==> src/fra_pkg.sv <==
// Types and constants of the frame reassembler.
package fra_pkg;

  localparam int HDR_BYTES = 12;
  localparam int HDR_IDX_W = 4;

  localparam logic [1:0] ST_MORE  = 2'd0;
  localparam logic [1:0] ST_DONE  = 2'd1;
  localparam logic [1:0] ST_ERROR = 2'd2;

  localparam int CFG_IDX_W  = 3;
  localparam int CFG_DATA_W = 16;
  localparam logic [CFG_IDX_W-1:0] CFG_MAGIC_FIRST  = 3'd0;
  localparam logic [CFG_IDX_W-1:0] CFG_MAGIC_SECOND = 3'd1;
  localparam logic [CFG_IDX_W-1:0] CFG_PROTO_VER    = 3'd2;
  localparam logic [CFG_IDX_W-1:0] CFG_FRAME_TYPE   = 3'd3;
  localparam logic [CFG_IDX_W-1:0] CFG_FRAME_LIMIT  = 3'd4;
  localparam logic [15:0] FRAME_LIMIT_RST = 16'd1536;

  typedef struct packed {
    logic [7:0] packet_byte;
    logic       packet_last;
  } in_item_t;

  typedef struct packed {
    logic        data_valid;
    logic [7:0]  data_byte;
    logic [15:0] data_offset;
    logic        run_last;
    logic [1:0]  status;
    logic [15:0] frame_length;
    logic [15:0] frame_flags;
    logic [31:0] frame_seq;
  } out_item_t;

  typedef struct packed {
    logic [7:0]  magic_first;
    logic [7:0]  magic_second;
    logic [7:0]  proto_version;
    logic [7:0]  frame_type;
    logic [15:0] frame_limit;
  } cfg_t;

  typedef struct packed {
    logic [HDR_BYTES-1:0][7:0] hdr;
    logic                      overlong;
    logic                      bank;
  } desc_t;

endpackage

==> src/fra_ram.sv <==
// Generic single-write, single-read RAM with registered read data.
module fra_ram import fra_pkg::*; #(
  parameter int WIDTH = 8,
  parameter int DEPTH = 128
) (
  input  logic                     clk,
  input  logic                     wr_en,
  input  logic [$clog2(DEPTH)-1:0] wr_addr,
  input  logic [WIDTH-1:0]         wr_data,
  input  logic                     rd_en,
  input  logic [$clog2(DEPTH)-1:0] rd_addr,
  output logic [WIDTH-1:0]         rd_data
);

  logic [WIDTH-1:0] mem_r [DEPTH];
  logic [WIDTH-1:0] rd_data_r;

  always_ff @(posedge clk) begin
    if (wr_en) begin
      mem_r[wr_addr] <= wr_data;
    end
    if (rd_en) begin
      rd_data_r <= mem_r[rd_addr];
    end
  end

  assign rd_data = rd_data_r;

endmodule

==> src/fra_front.sv <==
// Front end: stores packet bytes into the current bank and hands finished packets on.
module fra_front import fra_pkg::*; #(
  parameter int PACKET_BYTES = 64,
  parameter int CW = $clog2(PACKET_BYTES + 1),
  parameter int AW = $clog2(2 * PACKET_BYTES)
) (
  input  logic          clk,
  input  logic          rst_n,
  input  logic          in_push,
  input  in_item_t      in_data,
  input  logic          q_full,
  output logic          q_push,
  output desc_t         q_desc,
  output logic [CW-1:0] q_count,
  output logic          ram_wr_en,
  output logic [AW-1:0] ram_wr_addr,
  output logic [7:0]    ram_wr_data
);

  logic [CW-1:0]             wr_idx_r, wr_idx_nxt;
  logic                      ovl_r, ovl_nxt;
  logic                      bank_r, bank_nxt;
  logic [HDR_BYTES-1:0][7:0] hdr_r, hdr_nxt;
  logic                      accept;
  logic                      store;
  logic [CW-1:0]             cnt_pkt;
  logic                      ovl_pkt;

  assign accept = in_push && !q_full;
  assign store  = wr_idx_r < CW'(PACKET_BYTES);

  always_comb begin
    hdr_nxt = hdr_r;
    if (accept && store && (wr_idx_r < CW'(HDR_BYTES))) begin
      hdr_nxt[wr_idx_r[HDR_IDX_W-1:0]] = in_data.packet_byte;
    end
  end

  assign cnt_pkt = store ? wr_idx_r + CW'(1) : wr_idx_r;
  assign ovl_pkt = ovl_r || !store;

  always_comb begin
    wr_idx_nxt = wr_idx_r;
    ovl_nxt    = ovl_r;
    bank_nxt   = bank_r;
    if (accept) begin
      if (in_data.packet_last) begin
        wr_idx_nxt = '0;
        ovl_nxt    = 1'b0;
        bank_nxt   = !bank_r;
      end else begin
        wr_idx_nxt = cnt_pkt;
        ovl_nxt    = ovl_pkt;
      end
    end
  end

  always_ff @(posedge clk) begin
    if (!rst_n) begin
      wr_idx_r <= '0;
      ovl_r    <= 1'b0;
      bank_r   <= 1'b0;
    end else begin
      wr_idx_r <= wr_idx_nxt;
      ovl_r    <= ovl_nxt;
      bank_r   <= bank_nxt;
    end
  end

  always_ff @(posedge clk) begin
    hdr_r <= hdr_nxt;
  end

  assign ram_wr_en   = accept && store;
  assign ram_wr_addr = bank_r ? AW'(PACKET_BYTES) + AW'(wr_idx_r) : AW'(wr_idx_r);
  assign ram_wr_data = in_data.packet_byte;

  assign q_push        = accept && in_data.packet_last;
  assign q_desc.hdr      = hdr_nxt;
  assign q_desc.overlong = ovl_pkt;
  assign q_desc.bank     = bank_r;
  assign q_count       = cnt_pkt;

endmodule

==> src/fra_desc_queue.sv <==
// Two-entry queue of finished packet descriptors, one entry per buffer bank.
module fra_desc_queue import fra_pkg::*; #(
  parameter int CW = 7
) (
  input  logic          clk,
  input  logic          rst_n,
  input  logic          push,
  input  desc_t         push_desc,
  input  logic [CW-1:0] push_count,
  output logic          full,
  input  logic          pop,
  output logic          valid,
  output desc_t         head_desc,
  output logic [CW-1:0] head_count
);

  desc_t         desc_r [2];
  logic [CW-1:0] cnt_r [2];
  logic          wr_ptr_r, wr_ptr_nxt;
  logic          rd_ptr_r, rd_ptr_nxt;
  logic [1:0]    used_r, used_nxt;
  logic          do_push, do_pop;

  assign full    = used_r == 2'd2;
  assign valid   = used_r != 2'd0;
  assign do_push = push && !full;
  assign do_pop  = pop && valid;

  always_comb begin
    wr_ptr_nxt = do_push ? !wr_ptr_r : wr_ptr_r;
    rd_ptr_nxt = do_pop ? !rd_ptr_r : rd_ptr_r;
    used_nxt   = used_r + 2'(do_push) - 2'(do_pop);
  end

  always_ff @(posedge clk) begin
    if (!rst_n) begin
      wr_ptr_r <= 1'b0;
      rd_ptr_r <= 1'b0;
      used_r   <= 2'd0;
    end else begin
      wr_ptr_r <= wr_ptr_nxt;
      rd_ptr_r <= rd_ptr_nxt;
      used_r   <= used_nxt;
    end
  end

  always_ff @(posedge clk) begin
    if (do_push) begin
      desc_r[wr_ptr_r] <= push_desc;
      cnt_r[wr_ptr_r]  <= push_count;
    end
  end

  assign head_desc  = desc_r[rd_ptr_r];
  assign head_count = cnt_r[rd_ptr_r];

endmodule

==> src/fra_back.sv <==
// Back end: checks each finished packet, tracks the frame and emits results.
module fra_back import fra_pkg::*; #(
  parameter int PACKET_BYTES = 64,
  parameter int CW = $clog2(PACKET_BYTES + 1),
  parameter int AW = $clog2(2 * PACKET_BYTES)
) (
  input  logic          clk,
  input  logic          rst_n,
  input  cfg_t          cfg,
  input  logic          q_valid,
  input  desc_t         q_desc,
  input  logic [CW-1:0] q_count,
  output logic          q_pop,
  output logic          rd_en,
  output logic [AW-1:0] rd_addr,
  input  logic [7:0]    rd_data,
  output logic          out_valid,
  output out_item_t     out_item,
  input  logic          out_pop
);

  typedef enum logic [3:0] {
    S_IDLE   = 4'b0001,
    S_SINGLE = 4'b0010,
    S_READ   = 4'b0100,
    S_EMIT   = 4'b1000
  } state_t;

  state_t        state_r, state_nxt;
  logic          in_frame_r, in_frame_nxt;
  logic [15:0]   exp_r, exp_nxt;
  logic [15:0]   rc_r, rc_nxt;
  logic [15:0]   flags_r, flags_nxt;
  logic [31:0]   seq_r, seq_nxt;
  logic [AW-1:0] pos_r, pos_nxt;
  logic [CW-1:0] left_r, left_nxt;
  logic [15:0]   off_r, off_nxt;
  logic [1:0]    st_r, st_nxt;
  logic          out_valid_r, out_valid_nxt;
  out_item_t     out_r, out_nxt;

  logic          open_frame;
  logic          hdr_match;
  logic          hdr_bad;
  logic          over_limit;
  logic [15:0]   hdr_len, hdr_flags;
  logic [31:0]   hdr_seq;
  logic [CW-1:0] start_cnt, plen;
  logic [15:0]   eff_exp, eff_rc;
  logic [16:0]   sum;
  logic          overrun;
  logic          slot_free;
  logic          last_byte;

  assign open_frame = !in_frame_r;
  assign hdr_match  = (q_desc.hdr[0] == cfg.magic_first) &&
                      (q_desc.hdr[1] == cfg.magic_second) &&
                      (q_desc.hdr[2] == cfg.proto_version) &&
                      (q_desc.hdr[3] == cfg.frame_type);
  assign hdr_len    = {q_desc.hdr[4], q_desc.hdr[5]};
  assign hdr_flags  = {q_desc.hdr[6], q_desc.hdr[7]};
  assign hdr_seq    = {q_desc.hdr[8], q_desc.hdr[9], q_desc.hdr[10], q_desc.hdr[11]};
  assign hdr_bad    = open_frame && ((q_count < CW'(HDR_BYTES)) || !hdr_match);
  assign over_limit = open_frame && (hdr_len > cfg.frame_limit);
  assign start_cnt  = open_frame ? CW'(HDR_BYTES) : '0;
  assign plen       = q_count - start_cnt;
  assign eff_exp    = open_frame ? hdr_len : exp_r;
  assign eff_rc     = open_frame ? 16'd0 : rc_r;
  assign sum        = {1'b0, eff_rc} + 17'(plen);
  assign overrun    = sum > {1'b0, eff_exp};
  assign slot_free  = !out_valid_r || out_pop;
  assign last_byte  = left_r == CW'(1);

  always_comb begin
    state_nxt     = state_r;
    in_frame_nxt  = in_frame_r;
    exp_nxt       = exp_r;
    rc_nxt        = rc_r;
    flags_nxt     = flags_r;
    seq_nxt       = seq_r;
    pos_nxt       = pos_r;
    left_nxt      = left_r;
    off_nxt       = off_r;
    st_nxt        = st_r;
    out_nxt       = out_r;
    out_valid_nxt = out_valid_r && !out_pop;
    q_pop         = 1'b0;
    rd_en         = 1'b0;
    case (state_r)
      S_IDLE: begin
        if (q_valid) begin
          st_nxt    = ST_ERROR;
          state_nxt = S_SINGLE;
          if (q_desc.overlong || hdr_bad) begin
            st_nxt = ST_ERROR;
          end else if (over_limit) begin
            exp_nxt   = hdr_len;
            flags_nxt = hdr_flags;
            seq_nxt   = hdr_seq;
            rc_nxt    = 16'd0;
          end else if (overrun) begin
            in_frame_nxt = 1'b0;
            exp_nxt      = 16'd0;
            rc_nxt       = 16'd0;
            flags_nxt    = 16'd0;
            seq_nxt      = 32'd0;
          end else begin
            exp_nxt = eff_exp;
            rc_nxt  = sum[15:0];
            if (open_frame) begin
              flags_nxt = hdr_flags;
              seq_nxt   = hdr_seq;
            end
            in_frame_nxt = sum[15:0] != eff_exp;
            st_nxt       = (sum[15:0] == eff_exp) ? ST_DONE : ST_MORE;
            if (plen != '0) begin
              pos_nxt   = q_desc.bank ? AW'(PACKET_BYTES) + AW'(start_cnt) : AW'(start_cnt);
              left_nxt  = plen;
              off_nxt   = eff_rc;
              state_nxt = S_READ;
            end
          end
        end
      end
      S_SINGLE: begin
        if (slot_free) begin
          out_nxt.data_valid   = 1'b0;
          out_nxt.data_byte    = 8'd0;
          out_nxt.data_offset  = 16'd0;
          out_nxt.run_last     = 1'b1;
          out_nxt.status       = st_r;
          out_nxt.frame_length = exp_r;
          out_nxt.frame_flags  = flags_r;
          out_nxt.frame_seq    = seq_r;
          out_valid_nxt        = 1'b1;
          q_pop                = 1'b1;
          state_nxt            = S_IDLE;
        end
      end
      S_READ: begin
        rd_en     = 1'b1;
        state_nxt = S_EMIT;
      end
      S_EMIT: begin
        if (slot_free) begin
          out_nxt.data_valid   = 1'b1;
          out_nxt.data_byte    = rd_data;
          out_nxt.data_offset  = off_r;
          out_nxt.run_last     = last_byte;
          out_nxt.status       = last_byte ? st_r : ST_MORE;
          out_nxt.frame_length = exp_r;
          out_nxt.frame_flags  = flags_r;
          out_nxt.frame_seq    = seq_r;
          out_valid_nxt        = 1'b1;
          off_nxt              = off_r + 16'd1;
          left_nxt             = left_r - CW'(1);
          pos_nxt              = pos_r + AW'(1);
          if (last_byte) begin
            q_pop     = 1'b1;
            state_nxt = S_IDLE;
          end else begin
            state_nxt = S_READ;
          end
        end
      end
      default: begin
        state_nxt = S_IDLE;
      end
    endcase
  end

  always_ff @(posedge clk) begin
    if (!rst_n) begin
      state_r     <= S_IDLE;
      in_frame_r  <= 1'b0;
      exp_r       <= 16'd0;
      rc_r        <= 16'd0;
      flags_r     <= 16'd0;
      seq_r       <= 32'd0;
      out_valid_r <= 1'b0;
    end else begin
      state_r     <= state_nxt;
      in_frame_r  <= in_frame_nxt;
      exp_r       <= exp_nxt;
      rc_r        <= rc_nxt;
      flags_r     <= flags_nxt;
      seq_r       <= seq_nxt;
      out_valid_r <= out_valid_nxt;
    end
  end

  always_ff @(posedge clk) begin
    pos_r  <= pos_nxt;
    left_r <= left_nxt;
    off_r  <= off_nxt;
    st_r   <= st_nxt;
    out_r  <= out_nxt;
  end

  assign rd_addr   = pos_r;
  assign out_valid = out_valid_r;
  assign out_item  = out_r;

endmodule

==> src/frame_reassembler_rx.sv <==
// Top level of the frame reassembler: configuration, front end, bank queue, back end.
//
//   Channel   Ports                              Transfer when
//   input     in_push, in_full, in_data          in_push && !in_full
//   result    out_empty, out_pop, out_data       out_pop && !out_empty
//   config    cfg_we, cfg_index, cfg_data        cfg_we
//
// Bytes are taken one per cycle, while in_full is low, into one of two packet banks of a RAM.
// At a packet end the back end checks the packet in S_IDLE, then emits each payload result
// via S_READ (RAM read) and S_EMIT (output register), or a single result via S_SINGLE.
// in_full rises while both banks hold packets that the back end has not finished.
// Reset is synchronous and active low; no clearing pass is needed.
module frame_reassembler_rx import fra_pkg::*; #(
  parameter int PACKET_BYTES = 64
) (
  input  logic                  clk,
  input  logic                  rst_n,
  input  logic                  in_push,
  output logic                  in_full,
  input  in_item_t              in_data,
  output logic                  out_empty,
  input  logic                  out_pop,
  output out_item_t             out_data,
  input  logic                  cfg_we,
  input  logic [CFG_IDX_W-1:0]  cfg_index,
  input  logic [CFG_DATA_W-1:0] cfg_data
);

  localparam int CW = $clog2(PACKET_BYTES + 1);
  localparam int AW = $clog2(2 * PACKET_BYTES);

  cfg_t          cfg_r, cfg_nxt;
  logic          q_push, q_full, q_pop, q_valid;
  desc_t         q_in_desc, q_head_desc;
  logic [CW-1:0] q_in_count, q_head_count;
  logic          ram_wr_en, ram_rd_en;
  logic [AW-1:0] ram_wr_addr, ram_rd_addr;
  logic [7:0]    ram_wr_data, ram_rd_data;
  logic          out_valid;

  always_comb begin
    cfg_nxt = cfg_r;
    if (cfg_we) begin
      case (cfg_index)
        CFG_MAGIC_FIRST:  cfg_nxt.magic_first   = cfg_data[7:0];
        CFG_MAGIC_SECOND: cfg_nxt.magic_second  = cfg_data[7:0];
        CFG_PROTO_VER:    cfg_nxt.proto_version = cfg_data[7:0];
        CFG_FRAME_TYPE:   cfg_nxt.frame_type    = cfg_data[7:0];
        CFG_FRAME_LIMIT:  cfg_nxt.frame_limit   = cfg_data[15:0];
        default: begin
        end
      endcase
    end
  end

  always_ff @(posedge clk) begin
    if (!rst_n) begin
      cfg_r.magic_first   <= 8'd0;
      cfg_r.magic_second  <= 8'd0;
      cfg_r.proto_version <= 8'd0;
      cfg_r.frame_type    <= 8'd0;
      cfg_r.frame_limit   <= FRAME_LIMIT_RST;
    end else begin
      cfg_r <= cfg_nxt;
    end
  end

  fra_front #(
    .PACKET_BYTES(PACKET_BYTES),
    .CW(CW),
    .AW(AW)
  ) u_front (
    .clk(clk),
    .rst_n(rst_n),
    .in_push(in_push),
    .in_data(in_data),
    .q_full(q_full),
    .q_push(q_push),
    .q_desc(q_in_desc),
    .q_count(q_in_count),
    .ram_wr_en(ram_wr_en),
    .ram_wr_addr(ram_wr_addr),
    .ram_wr_data(ram_wr_data)
  );

  fra_desc_queue #(
    .CW(CW)
  ) u_queue (
    .clk(clk),
    .rst_n(rst_n),
    .push(q_push),
    .push_desc(q_in_desc),
    .push_count(q_in_count),
    .full(q_full),
    .pop(q_pop),
    .valid(q_valid),
    .head_desc(q_head_desc),
    .head_count(q_head_count)
  );

  fra_ram #(
    .WIDTH(8),
    .DEPTH(2 * PACKET_BYTES)
  ) u_ram (
    .clk(clk),
    .wr_en(ram_wr_en),
    .wr_addr(ram_wr_addr),
    .wr_data(ram_wr_data),
    .rd_en(ram_rd_en),
    .rd_addr(ram_rd_addr),
    .rd_data(ram_rd_data)
  );

  fra_back #(
    .PACKET_BYTES(PACKET_BYTES),
    .CW(CW),
    .AW(AW)
  ) u_back (
    .clk(clk),
    .rst_n(rst_n),
    .cfg(cfg_r),
    .q_valid(q_valid),
    .q_desc(q_head_desc),
    .q_count(q_head_count),
    .q_pop(q_pop),
    .rd_en(ram_rd_en),
    .rd_addr(ram_rd_addr),
    .rd_data(ram_rd_data),
    .out_valid(out_valid),
    .out_item(out_data),
    .out_pop(out_pop)
  );

  assign in_full   = q_full;
  assign out_empty = !out_valid;

endmodule

==> config.mk <==
export PLATFORM = sky130hd
export DESIGN_NAME = frame_reassembler_rx
export DESIGN_NICKNAME = d
export VERILOG_FILES = /design/src/fra_pkg.sv /design/src/fra_ram.sv /design/src/fra_front.sv /design/src/fra_desc_queue.sv /design/src/fra_back.sv /design/src/frame_reassembler_rx.sv
export SDC_FILE = /design/constraint.sdc
export NUM_CORES = 2
export LEC_CHECK = 0
export ABC_AREA = 1
export ABC_CLOCK_PERIOD_IN_PS = 7850
export BUFFER_PORTS_ARGS = -buffer_cell sky130_fd_sc_hd__buf_4
export CAP_MARGIN = 20
export CORE_MARGIN = 5
export CORE_UTILIZATION = 38
export CTS_CLUSTER_DIAMETER = 150
export DETAILED_ROUTE_END_ITERATION = 10
export HOLD_SLACK_MARGIN = 0.02
export PLACE_DENSITY = 0.53
export SYNTH_ARGS = -nofsm -noshare
export SYNTH_HDL_FRONTEND = slang
export SYNTH_HIERARCHICAL = 1
export SYNTH_SLANG_ARGS = --single-unit
==> constraint.sdc <==
create_clock -name clk -period 7.85 [get_ports clk]
set_clock_uncertainty 0.05 [all_clocks]
set_input_delay 1.57 -clock clk [delete_from_list [all_inputs] [get_ports clk]]
set_output_delay 1.57 -clock clk [all_outputs]
set_load 0.01 [all_outputs]
==> results_dict.tcl <==
set metrics [dict create \
    cp.arrival_ns 6.79 \
    die_w_um 433 \
    async_flop_share 0 \
    ys_warn_count 6 \
    clk_latency_ns 0.80 \
    fin_nets 6338 \
    min_period_ns 6.43 \
    rsz0062_at_grt "no" \
    io_pins 127 \
    synthToLayoutAreaGrowth_pct 11.3 \
    path_clk_slew_ns 0.06 \
    synthTopCellsByArea "edfxtp_1, nand2_1, nand3_1" \
    synth_cell_types 49 \
    slew_headroom 0.285 \
    end_kind "register" \
    worst_slew_pin_slew_ns 1.07 \
    dr_total_vias 44951 \
    ir_drop_v 0.000174 \
    synthTopCellsByCount "nand2_1, edfxtp_1, nand3_1" \
    cts-root-buf "clkbuf_16" \
    cts_resized 0 \
    path_class "reg2reg" \
    leakage_uw 0.0272 \
    synth_top_area_cell "edfxtp_1" \
    track_usage 0.188 \
    grt_max_degree 185 \
    synth_flop_cell "edfxtp_1" \
    crit_required_ns 8.21 \
    stdcell_count 8750 \
    cts_setup_buffers 0 \
    setup_violations 0 \
    setup_tns_ns 0 \
    synth_top_area_frac 0.602 \
    syn-num-nets 6355 \
    drc 0 \
    dpl.hpwl_um 105000 \
    n_fill_cell 16741 \
    grt_pass1_vias 42027 \
    synth_enable_flop_cells 1366 \
    ys_seq_area_frac 0.674 \
    avgSynthCellArea_um2 10.9 \
    drive_gt1_frac 0.0917 \
    clock-sinks 1610 \
    dp.cells 8433 \
    die-area_mm2 0.188 \
    io_buffers 126 \
    fin_crit_sh 0.819 \
    tritoncts "done" \
    drt-total-wl_um 181000 \
    cap_viol_max_count 0 \
    worstPathMaxFanout 44 \
    power_density_mw_per_mm2 233 \
    max_freq_mhz 155 \
    routedWlPerCell_um 20.6 \
    gp_congestion 0.819 \
    dr.pass1.iters 8 \
    synth-seq-cells 1610 \
    dr.first_iter.drc_count 4580 \
    numCtsBuffers 170 \
    grt_pass1_wl_um 271000 \
    hp-class "reg2reg" \
    cts_buffer_depth 3 \
    outcome "completed" \
    cts_max_level 4 \
    synth.most_common_cell "nand2_1" \
    core_mm2 0.178 \
    hold_buffers 0 \
    synth_area_mm2 0.0681 \
    die_height_um 433 \
    fp-row-count 155 \
    antenna_left 0 \
    initial_core_util 0.382 \
    start_kind "register" \
    hold_violations 0 \
    antenna_found_initial 7 \
    grt-ovfl-total 0 \
    slew_viol_final 0 \
    power_uw 17600 \
    syn_inst 6269 \
    viasPerCell 5.14 \
]
## per-stage QoR
step | hold WS (ns) | setup slack [ns] | cell area [µm²] | utilization
4_1_cts | 0.384 | 1.31 | 75700 | 0.424
3_5_place_dp | 0.366 | 1.33 | 70400 | 0.395
2_1_floorplan | 0.358 | 0.854 | 68100 | -
3_3_place_gp | 0.367 | 1.60 | 70400 | 0.394
6_report | 0.382 | 1.42 | 75800 | 0.425
5_1_grt | 0.395 | 0.998 | 75800 | 0.425
## path summary, 6_finish.rpt
path,cells past startpoint,slack (ns),end,from
max,24,1.42,u_back/off_r[14],register
min,0,0.38,u_back/out_item[53],u_back/exp_r[5]
max reg2reg,24,1.42,u_back/off_r[14],register
min reg2reg,0,0.38,u_back/out_item[53],u_back/exp_r[5]
## metal layers
layer  up-vias  global-route usage  routed length, µm
li1      21407                   -                  -
met1     21988               0.282              84000
met2      1354               0.290              81700
met3       200              0.0283              11500
met4         2              0.0432               3360
met5         -                   0                 12
## sequential cells by signal (all words and copies together) (netlist names), named ones only
name / flops
u_ram/mem_r: 1024
u_queue/desc_r: 196
u_front/hdr_r: 96
u_back/out_item: 92
cfg_r: 48
u_back/seq_r: 32
u_back/exp_r: 16
u_back/flags_r: 16
u_back/off_r: 16
u_back/rc_r: 16
u_queue/cnt_r: 14
u_ram/rd_data: 8
u_back/left_r: 7
u_back/rd_addr: 7
u_front/wr_idx_r: 7
u_back/state_r: 4
u_back/st_r: 2
u_queue/used_r: 2
u_back/in_frame_r: 1
u_back/out_valid: 1
u_front/bank_r: 1
u_front/ovl_r: 1
u_queue/rd_ptr_r: 1
u_queue/wr_ptr_r: 1
## power by group
part,leakage [µW],switching [µW],internal (µW)
registers,0.0144,40.3,9370
clock network,0.00257,3290,4360
logic,0.0102,410,149
total,0.0272,3750,13900
## layout make-up
type                            instances  area (µm²)  area share
Sequential cell                      1610       45900       0.606
Tap cell                             2355        2950      0.0389
Clock buffer                          228        4630      0.0611
Timing Repair Buffer                  182        1560      0.0206
Inverter                              337        1300      0.0171
Multi-Input combinational cell       3951       18800       0.248
Clock inverter                         83         644     0.00850
Antenna cell                            4        10.0    0.000132
## logic make-up (layout without fill, tap and decap cells)
kind of cell | after synthesis | after routing | synth area share
DFF | 1610 | 1610 | 0.674
adders and majority gates | 53 | 53 | 0.00996
buffers and inverters | 708 | 830 | 0.0511
other | 0 | 4 | 0
muxes | 105 | 105 | 0.0201
xor gates and xnor gates | 51 | 51 | 0.00656
and+or+nand+nor | 3352 | 3352 | 0.207
AOI/OAI and AO/OA | 390 | 390 | 0.0309
## cell usage in the layout (no fill, tap or decap), types with 28 or more instances in the layout
cell / synthesis / final
nand3_1: 1068 / 1068
mux2_2: 55 / 55
buf_4: 70 / 167
nand2_1: 1817 / 1809
a21oi_1: 95 / 94
edfxtp_1: 1366 / 1366
nor2_1: 399 / 397
clkbuf_1: 74 / 47
clkbuf_16: 0 / 174
inv_1: 329 / 326
mux2_4: 50 / 50
clkinv_1: 2 / 36
clkinv_2: 0 / 28
ha_1: 51 / 51
o21ai_0: 236 / 236
dfxtp_1: 244 / 242
## worst max-delay path, stage by stage, from the launching register on
cell and delay, ns:
dfxtp_4 0.82, mux2_4 0.36, inv_1 0.06, ha_1 0.13, inv_1 0.05, fa_1 0.41
nor3_1 0.26, xor2_1 0.37, ha_1 0.25, nand2_1 0.08, nor3_1 0.15, nand2_1 0.07
o211ai_1 0.20, nand2_1 0.16, nor2_1 0.20, nand2_1 0.10, xor2_1 0.17, ha_1 0.29
nand2_1 0.06, nor4_1 0.22, nor3b_1 0.35, nand2_2 0.15, a21oi_1 0.18, nand2_1 0.10
a21oi_4 0.80
(Power assumes the default switching activity.)
